$ cat config.mk
export PLATFORM = sky130hd
export DESIGN_NAME = ppa3_ctrl
export DESIGN_NICKNAME = d
export VERILOG_FILES = /design/src/rtl/ppa3_pkg.sv /design/src/rtl/ppa3_ctrl.sv
export SDC_FILE = /design/constraint.sdc
export NUM_CORES = 1
export LEC_CHECK = 0
export ABC_AREA = 1
export BUFFER_PORTS_ARGS = -buffer_cell sky130_fd_sc_hd__buf_2
export CAP_MARGIN = 15
export CORE_MARGIN = 4
export CORE_UTILIZATION = 36
export DETAILED_ROUTE_END_ITERATION = 7
export SKIP_LAST_GASP = 1
export SLEW_MARGIN = 15
export SYNTH_ARGS = -nofsm -noshare
export SYNTH_HDL_FRONTEND = slang
export SYNTH_SLANG_ARGS = --single-unit
$ cat constraint.sdc
create_clock -name clock -period 1.6 [get_ports clock]
set_input_delay 0.24 -clock clock [delete_from_list [all_inputs] [get_ports clock]]
set_output_delay 0.24 -clock clock [all_outputs]
set_load 0.05 [all_outputs]
$ cat src/rtl/ppa3_pkg.sv
// ---------------------------------------------------------------------------
// ppa3_pkg
// Shared types, codes and width helpers for the planar polygon area block.
// ---------------------------------------------------------------------------
`default_nettype none

package ppa3_pkg;

   localparam int COORD_WIDTH_DEF = 24;
   localparam int TOL_WIDTH       = 62;
   localparam int AREA_WIDTH      = 64;
   localparam int SUM_WIDTH       = 64;
   localparam int STATUS_WIDTH    = 2;
   localparam int MCAND_WIDTH     = 128;   // serial multiplier multiplicand
   localparam logic [TOL_WIDTH-1:0] TOL_RESET = 62'd167772;

   // result status codes
   localparam logic [1:0] ST_OK        = 2'd0;
   localparam logic [1:0] ST_FEW       = 2'd1;
   localparam logic [1:0] ST_NONPLANAR = 2'd2;
   localparam logic [1:0] ST_DEGEN     = 2'd3;

   // datapath micro-ops
   localparam logic [3:0] OP_NOP    = 4'd0;
   localparam logic [3:0] OP_ACCEPT = 4'd1;
   localparam logic [3:0] OP_PAIR   = 4'd2;
   localparam logic [3:0] OP_CLOSE  = 4'd3;
   localparam logic [3:0] OP_NORM   = 4'd4;
   localparam logic [3:0] OP_TRIP   = 4'd5;
   localparam logic [3:0] OP_CHECK  = 4'd6;
   localparam logic [3:0] OP_MLOAD  = 4'd7;
   localparam logic [3:0] OP_MSTEP  = 4'd8;
   localparam logic [3:0] OP_MSAVE  = 4'd9;
   localparam logic [3:0] OP_SLOAD  = 4'd10;
   localparam logic [3:0] OP_SSTEP  = 4'd11;
   localparam logic [3:0] OP_DLOAD  = 4'd12;
   localparam logic [3:0] OP_DSTEP  = 4'd13;
   localparam logic [3:0] OP_EMIT   = 4'd14;

   // serial multiplier operand sources
   localparam logic [2:0] MSRC_SMAG = 3'd0;   // |S| squared
   localparam logic [2:0] MSRC_NX   = 3'd1;   // |Nx| squared
   localparam logic [2:0] MSRC_NY   = 3'd2;
   localparam logic [2:0] MSRC_NZ   = 3'd3;
   localparam logic [2:0] MSRC_XQ   = 3'd4;   // S^2 times |N|^2

   // vertex slot written on accept
   localparam logic [2:0] SLOT_FIRST  = 3'd0;
   localparam logic [2:0] SLOT_SECOND = 3'd1;
   localparam logic [2:0] SLOT_NONE   = 3'd2;

   typedef struct packed {
      logic [3:0] op;
      logic [2:0] sel;     // component, operand source or slot
      logic       half;    // which partial product of a pair
      logic       aux;     // check enable for OP_CHECK
      logic [1:0] status;  // status to publish on OP_EMIT
   } cmd_type;

   typedef struct packed {
      logic nonplanar;
      logic nc_zero;
   } flags_type;

   // normal component width
   function automatic int nrm_w(input int cw);
      return 2 * cw + 3;
   endfunction

   // multiplier operand width (iterations of the serial multiplier)
   function automatic int mplier_w(input int cw);
      return (2 * nrm_w(cw) > 64) ? 2 * nrm_w(cw) : 64;
   endfunction

   // square root width
   function automatic int root_w(input int cw);
      return (MCAND_WIDTH + mplier_w(cw)) / 2;
   endfunction

endpackage

`default_nettype wire

$ cat src/rtl/ppa3_ctrl.sv
// ---------------------------------------------------------------------------
// ppa3_ctrl
// Sequencer: steps the datapath through the per-vertex products and, on the
// closing vertex, the serial multiply, square root and divide.
// ---------------------------------------------------------------------------
`default_nettype none

module ppa3_ctrl #(
   parameter int COORD_WIDTH = ppa3_pkg::COORD_WIDTH_DEF
) (
   input  wire logic                clock,
   input  wire logic                reset,
   input  wire logic                req_valid,
   output logic                     req_ready,
   input  wire logic                req_last_vertex,
   output logic                     rsp_valid,
   input  wire logic                rsp_ready,
   input  wire ppa3_pkg::flags_type flags,
   output ppa3_pkg::cmd_type        cmd
);

   localparam int BW  = ppa3_pkg::mplier_w(COORD_WIDTH);
   localparam int RW  = ppa3_pkg::root_w(COORD_WIDTH);
   localparam int ITW = $clog2((BW > RW) ? BW : RW);

   localparam logic [4:0] S_IDLE   = 5'd0;
   localparam logic [4:0] S_PAIR   = 5'd1;
   localparam logic [4:0] S_NORM   = 5'd2;
   localparam logic [4:0] S_TRIP   = 5'd3;
   localparam logic [4:0] S_DRAIN  = 5'd4;
   localparam logic [4:0] S_CHECK  = 5'd5;
   localparam logic [4:0] S_STAT   = 5'd6;
   localparam logic [4:0] S_CLOSE  = 5'd7;
   localparam logic [4:0] S_CDRAIN = 5'd8;
   localparam logic [4:0] S_FSEL   = 5'd9;
   localparam logic [4:0] S_MLOAD  = 5'd10;
   localparam logic [4:0] S_MSTEP  = 5'd11;
   localparam logic [4:0] S_MSAVE  = 5'd12;
   localparam logic [4:0] S_SLOAD  = 5'd13;
   localparam logic [4:0] S_SSTEP  = 5'd14;
   localparam logic [4:0] S_DLOAD  = 5'd15;
   localparam logic [4:0] S_DSTEP  = 5'd16;
   localparam logic [4:0] S_EMIT   = 5'd17;

   localparam logic [ITW-1:0] LAST_PROD = ITW'(5);

   logic [4:0]     state_ff, state_in;
   logic [ITW-1:0] it_ff, it_in;
   logic [2:0]     vcnt_ff, vcnt_in;
   logic           last_ff, last_in;
   logic [2:0]     msrc_ff, msrc_in;
   logic [1:0]     st_ff, st_in;
   logic           rsp_valid_ff, rsp_valid_in;
   logic           out_free;

   assign out_free = !rsp_valid_ff || rsp_ready;

   always_comb begin
      state_in     = state_ff;
      it_in        = it_ff;
      vcnt_in      = vcnt_ff;
      last_in      = last_ff;
      msrc_in      = msrc_ff;
      st_in        = st_ff;
      rsp_valid_in = rsp_valid_ff && !rsp_ready;
      req_ready    = 1'b0;
      cmd          = '0;
      cmd.op       = ppa3_pkg::OP_NOP;
      it_in        = (it_ff != '0) ? it_ff - ITW'(1) : it_ff;

      case (state_ff)
         S_IDLE: begin
            req_ready = 1'b1;
            if (req_valid) begin
               cmd.op  = ppa3_pkg::OP_ACCEPT;
               cmd.sel = (vcnt_ff == 3'd0) ? ppa3_pkg::SLOT_FIRST :
                         (vcnt_ff == 3'd1) ? ppa3_pkg::SLOT_SECOND : ppa3_pkg::SLOT_NONE;
               last_in  = req_last_vertex;
               it_in    = LAST_PROD;
               state_in = (vcnt_ff == 3'd0) ? S_CHECK : S_PAIR;
            end
         end
         S_PAIR, S_NORM, S_TRIP, S_CLOSE: begin
            case (state_ff)
               S_PAIR:  cmd.op = ppa3_pkg::OP_PAIR;
               S_NORM:  cmd.op = ppa3_pkg::OP_NORM;
               S_TRIP:  cmd.op = ppa3_pkg::OP_TRIP;
               default: cmd.op = ppa3_pkg::OP_CLOSE;
            endcase
            cmd.sel  = {1'b0, it_ff[2:1]};
            cmd.half = it_ff[0];
            if (it_ff == '0) begin
               it_in = LAST_PROD;
               if (state_ff == S_CLOSE)      state_in = S_CDRAIN;
               else if (state_ff != S_PAIR)  state_in = S_DRAIN;
               else if (vcnt_ff == 3'd1)     state_in = S_DRAIN;
               else if (vcnt_ff == 3'd2)     state_in = S_NORM;
               else                          state_in = S_TRIP;
            end
         end
         S_DRAIN: state_in = S_CHECK;
         S_CHECK: begin
            cmd.op  = ppa3_pkg::OP_CHECK;
            cmd.aux = (vcnt_ff >= 3'd3);
            vcnt_in = (vcnt_ff == 3'd4) ? 3'd4 : vcnt_ff + 3'd1;
            if (!last_ff) begin
               state_in = S_IDLE;
            end else if (vcnt_ff < 3'd2) begin
               st_in    = ppa3_pkg::ST_FEW;
               state_in = S_EMIT;
            end else begin
               state_in = S_STAT;
            end
         end
         S_STAT: begin
            it_in = LAST_PROD;
            if (flags.nonplanar) begin
               st_in    = ppa3_pkg::ST_NONPLANAR;
               state_in = S_EMIT;
            end else begin
               state_in = S_CLOSE;
            end
         end
         S_CDRAIN: state_in = S_FSEL;
         S_FSEL: begin
            if (flags.nc_zero) begin
               st_in    = ppa3_pkg::ST_DEGEN;
               state_in = S_EMIT;
            end else begin
               msrc_in  = ppa3_pkg::MSRC_SMAG;
               state_in = S_MLOAD;
            end
         end
         S_MLOAD: begin
            cmd.op   = ppa3_pkg::OP_MLOAD;
            cmd.sel  = msrc_ff;
            it_in    = ITW'(BW - 1);
            state_in = S_MSTEP;
         end
         S_MSTEP: begin
            cmd.op = ppa3_pkg::OP_MSTEP;
            if (it_ff == '0) state_in = S_MSAVE;
         end
         S_MSAVE: begin
            cmd.op  = ppa3_pkg::OP_MSAVE;
            cmd.sel = msrc_ff;
            if (msrc_ff == ppa3_pkg::MSRC_XQ) begin
               state_in = S_SLOAD;
            end else begin
               msrc_in  = msrc_ff + 3'd1;
               state_in = S_MLOAD;
            end
         end
         S_SLOAD: begin
            cmd.op   = ppa3_pkg::OP_SLOAD;
            it_in    = ITW'(RW - 1);
            state_in = S_SSTEP;
         end
         S_SSTEP: begin
            cmd.op = ppa3_pkg::OP_SSTEP;
            if (it_ff == '0) state_in = S_DLOAD;
         end
         S_DLOAD: begin
            cmd.op   = ppa3_pkg::OP_DLOAD;
            it_in    = ITW'(RW - 1);
            state_in = S_DSTEP;
         end
         S_DSTEP: begin
            cmd.op = ppa3_pkg::OP_DSTEP;
            if (it_ff == '0) begin
               st_in    = ppa3_pkg::ST_OK;
               state_in = S_EMIT;
            end
         end
         S_EMIT: begin
            if (out_free) begin
               cmd.op       = ppa3_pkg::OP_EMIT;
               cmd.status   = st_ff;
               rsp_valid_in = 1'b1;
               vcnt_in      = 3'd0;
               state_in     = S_IDLE;
            end
         end
         default: state_in = S_IDLE;
      endcase
   end

   always_ff @(posedge clock) begin
      if (reset) begin
         state_ff     <= S_IDLE;
         it_ff        <= '0;
         vcnt_ff      <= 3'd0;
         last_ff      <= 1'b0;
         msrc_ff      <= ppa3_pkg::MSRC_SMAG;
         st_ff        <= ppa3_pkg::ST_OK;
         rsp_valid_ff <= 1'b0;
      end else begin
         state_ff     <= state_in;
         it_ff        <= it_in;
         vcnt_ff      <= vcnt_in;
         last_ff      <= last_in;
         msrc_ff      <= msrc_in;
         st_ff        <= st_in;
         rsp_valid_ff <= rsp_valid_in;
      end
   end

   assign rsp_valid = rsp_valid_ff;

   a_cnt_range: assert property (@(posedge clock) disable iff (reset)
      vcnt_ff <= 3'd4)
      else $error("vertex count beyond saturation");

   a_accept_leaves_idle: assert property (@(posedge clock) disable iff (reset)
      req_valid && req_ready |=> state_ff != S_IDLE)
      else $error("accepted word not processed");

   a_rsp_from_emit: assert property (@(posedge clock) disable iff (reset)
      $rose(rsp_valid_ff) |-> $past(state_ff) == S_EMIT)
      else $error("result raised outside emit");

   a_emit_clears: assert property (@(posedge clock) disable iff (reset)
      state_ff == S_EMIT && out_free |=> vcnt_ff == 3'd0 && rsp_valid_ff)
      else $error("emit did not publish and clear");

endmodule

`default_nettype wire

* After elaboration in Yosys (flattened, before gate mapping) *
Cells that the tools add are included.

storage, ports and cells
  bits in registers = 22
  output and inout port bits = 13
  word-level logic and storage cells = 112

operators by class
  $add $sub $neg = 3
  $lt $le $gt $ge = 2
  equality and inequality tests = 34
  mux-type cells = 47
  reduce and logical (&&, ||, !) cells = 19

operators with widths
  operator                                                                count
  5-bit one-hot mux with 15 select lines                                  1
  5-bit 2-to-1 mux                                                        13
  4-bit one-hot mux with 11 select lines                                  1
  5-bit by 4-bit equality test with 1-bit output (second input constant)  8
  7-bit one-hot mux with 5 select lines                                   1
  2-bit inequality test (second input constant)                           12
  7-bit 2-to-1 mux                                                        3
  5-bit by 3-bit equality test with 1-bit output (second input constant)  4
  2-bit 2-to-1 mux                                                        9
  3-bit 2-to-1 mux                                                        6
  3-bit one-hot mux with 3 select lines                                   2
  3-bit one-hot mux with 2 select lines                                   2
  6-bit AND reduction                                                     2
  5-bit by 2-bit equality test with 1-bit output (second input constant)  2
  5-bit equality test (second input constant)                             2
  4-bit 2-to-1 mux                                                        2
  2-bit one-hot mux with 4 select lines                                   1
  7-bit logical NOT                                                       1
  7-bit nonzero test                                                      1
  7-bit by 1-bit subtractor with 7-bit output (second input constant)     1
  3-bit by 1-bit adder with 3-bit output (second input constant)          2
  3-bit equality test (second input constant)                             2
  1-bit 2-to-1 mux                                                        6
  5-bit by 1-bit equality test with 1-bit output (second input constant)  1
  other kinds (16)                                                        20

* Longest topological paths before layout *
  depth in word-level cells = 7
  depth in mapped cells = 11
  mapped depth without buffers = 11

* Worst setup path before layout *
Ideal clock, no wire load.

  path type = flip-flop to output port
  start = register state_ff[3]
  end = output port cmd[4] (netlist bit)
  data arrival time = 1.827 ns
  required time = 1.360 ns
  slack = -0.467 ns
  stages on the path, launching flop included = 7
  path through = dfxtp_1 inv_1 nor2_4 inv_1 nor2_2 nor2_1 o221ai_1

RTL lines
  item                    line              source
  from (decl)             ppa3_ctrl.sv:47   logic [4:0] state_ff, state_in;
  from (signal assigned)  ppa3_ctrl.sv:198  state_ff <= state_in;
  to (decl)               ppa3_ctrl.sv:19   output ppa3_pkg::cmd_type cmd

==> results.json <==
{
  "fmax_ghz": 0.551,
  "utilization_pct": 62.2,
  "grt_pass1_wl_um": 9710,
  "drtIter0Drc": 151,
  "slew_headroom_pct": 79.0,
  "cts_made_buffers": 3,
  "setup_viol": 21,
  "fin_nets": 409,
  "grt_max_degree": 18,
  "n_fill_cell": 464,
  "ys_ff_latch": 22,
  "synth_cells": 304,
  "worst_slack_ns": -0.216,
  "crit_arrival_ns": 1.58,
  "clk_path_buf_depth": 2,
  "n_antenna_cell": 0,
  "min_path_type": "primary input to register",
  "maxCapViolCount": 0,
  "htree_levels": 1,
  "crit_slowest_cell": "dfxtp_4",
  "die_x_um": 79.0,
  "ios": 20,
  "final_antenna_net_count": 0,
  "rows": 25,
  "die-area_um2": 6250,
  "min_period_ns": 1.82,
  "clock-sinks": 22,
  "ir_drop_uv": 678,
  "antenna_found_initial": 0,
  "detail_route.wl_per_cell_um": 13.6,
  "skew_ns": 0.0117,
  "maxSlewViolCount": 0,
  "syn_area_per_cell_um2": 5.98,
  "global_route.overflow_total": 0,
  "tightest_slew_ns": 0.312,
  "syn2layout_area_growth_pct": 64.9,
  "synthArstFlopShare_pct": 0,
  "first_global_vias": 2150,
  "violations": "negative setup slack",
  "wirelength_um": 6220,
  "num_vias": 2279,
  "netlist_area_um2": 1820,
  "clockRootBuffer": "clkbuf_8",
  "multi_input_area_um2": 1500,
  "synth_cell_types": 28,
  "run_status": "complete, but fails checks",
  "clkLatencyLatePin_ns": 0.27,
  "dp_hpwl_um": 4600,
  "endpoint_kind": "primary output",
  "syn_nets": 321,
  "startpoint_type": "register",
  "globalplace.congestion": 0.966,
  "first_pass_iters": 4,
  "viasPerCell": 4.98,
  "die_h_um": 79.0,
  "synth-edff-count": 0,
  "drc_errors": 0,
  "io_buffers": 19,
  "power_density_nw_per_um2": 1520,
  "path_max_fanout": 5,
  "rsz0062_at_grt": "yes",
  "timing_hold_violations_final": 0,
  "seq_area_um2": 462,
  "synth_ff_type": "dfxtp_1",
  "start_util_pct": 37.7,
  "yosysWarnings": 0,
  "drive_above_1_share_pct": 46.5,
  "grt_usage_pct": 19.3,
  "leakage_nw": 1.42,
  "core_um2": 4820,
  "clk_pin_slew_ns": 0.09,
  "worst-endpoint-required_ns": 1.36,
  "holdBufCountCts": 0,
  "crit_chain": "nor2_4 -> buf_6 -> nand3_4 -> inv_2 -> nand2_2 -> nand2_2 -> inv_2 -> nand4_1 -> buf_6",
  "cts_tree": "built",
  "crit_type": "register to primary output",
  "power_mw": 4.57,
  "period_share_pct": 114,
  "ys_seq_area_share_pct": 24.2,
  "crit_path_max_incr_delay_ns": 0.37
}
cell usage after synthesis (4+ instances only):
| cell | n | area, um^2 |
|---|---|---|
| nand2_1 | 84 | 315 |
| nor2_1 | 42 | 158 |
| inv_1 | 40 | 150 |
| a21oi_1 | 29 | 145 |
| nand3_1 | 25 | 125 |
| dfxtp_1 | 22 | 440 |
| o21ai_0 | 11 | 55.1 |
| ha_1 | 10 | 125 |
| nor2_2 | 5 | 31.3 |
| nor2_4 | 5 | 56.3 |
| xor2_1 | 4 | 35.0 |
flip-flops by register name, summed over array words and instances (netlist names):
signal	cells
it_ff	7
state_ff	5
msrc_ff	3
vcnt_ff	3
st_ff	2
last_ff	1
rsp_valid	1
logic make-up after synthesis:
group                    count (synthesis)  synth area share [%]
XOR/XNOR                                 4                  1.93
buffers and inverters                   47                  10.3
AO/OA/AOI/OAI                           48                  14.5
flip-flops                              22                  24.2
adder cells (fa/ha/maj)                 10                  6.89
AND/OR/NAND/NOR                        173                  42.2
worst max-delay path, delay by kind of cell, from the launching register on:
| family | cells | cell delay [ns] |
|---|---|---|
| flops | 1 | 0.37 |
| simple gates | 5 | 0.50 |
| buf+inv | 4 | 0.42 |
what timing repair did:
action | in CTS | in global routing
resized for setup | 47 | 76
buffers inserted | 8 | 12
setup endpoints to repair | 22 | 27
pin swaps | 12 | 39
per-stage QoR:
stage / hold slack [ns] / TNS (ns) / setup WS [ns] / cells / cell area (um^2)
2_1_floorplan: 0.368 / -0.887 / -0.274 / 304 / 1890
3_3_place_gp: 0.452 / -0.299 / -0.0938 / 436 / 2420
3_5_place_dp: 0.461 / -0.512 / -0.104 / 436 / 2420
4_1_cts: 0.202 / -1.62 / -0.223 / 447 / 2650
5_1_grt: 0.213 / -4.17 / -0.319 / 458 / 3000
6_report: 0.202 / -2.11 / -0.216 / 458 / 3000
routing by layer:
layer  GRT usage [%]  up-vias  routed length [um]
met3            3.29       17                 294
li1                -     1148                   -
met2            33.8       63                3130
met4            5.50        0                 161
met1            24.2     1051                2640
met5               0        -                   0
report_power, final:
| part | internal, mW | switching [mW] |
|---|---|---|
| clock network | 0.178 | 0.199 |
| registers | 0.673 | 0.109 |
| logic | 1.46 | 1.95 |
| total | 2.31 | 2.26 |
worst paths after layout:
| check | start | to | slack [ns] | cells past startpoint |
|---|---|---|---|---|
| max | state_ff[3]$_SDFFE_PP0P_ | cmd[9] | -0.22 | 9 |
| max reg2reg | state_ff[0]$_SDFFE_PP0P_ | state_ff[2]$_SDFFE_PP0P_ | -0.08 | 10 |
| min reg2reg | msrc_ff[0]$_SDFFE_PP0P_ | msrc_ff[0]$_SDFFE_PP0P_ | 0.45 | 1 |
| min | req_last_vertex | last_ff$_SDFFE_PP0P_ | 0.20 | 3 |
area by class of cell:
type | instances | area share [%]
multi-input cells | 235 | 49.9
repair buffers | 86 | 24.3
flip-flops and latches | 22 | 15.4
inverters | 44 | 6.01
well taps | 67 | 2.80
clock buffers | 4 | 1.50
layout by cell type (no fill, tap or decap), types with 2 or more instances in the layout:
| cell type | count |
|---|---|
| buf_4 | 55 |
| dfxtp_1 | 13 |
| nand4_1 | 3 |
| inv_4 | 4 |
| o211ai_1 | 2 |
| inv_1 | 33 |
| clkbuf_8 | 3 |
| a21oi_1 | 17 |
| xor2_1 | 4 |
| nor3_4 | 2 |
| ha_1 | 10 |
| nor2_4 | 17 |
| nor2_2 | 7 |
| nand2_2 | 22 |
| o21ai_0 | 8 |
| buf_2 | 7 |
| o21ai_2 | 2 |
| buf_6 | 21 |
| nor3_1 | 2 |
| nand2_4 | 3 |
| dfxtp_4 | 4 |
| inv_2 | 6 |
| nand2_1 | 63 |
| dfxtp_2 | 5 |
| o21a_1 | 2 |
| a21oi_2 | 11 |
| nor2_1 | 28 |
| o21ai_1 | 2 |
| nand3_4 | 3 |
| nand3_1 | 18 |
| buf_8 | 3 |
| nand3_2 | 4 |
(Power assumes the default switching activity.)
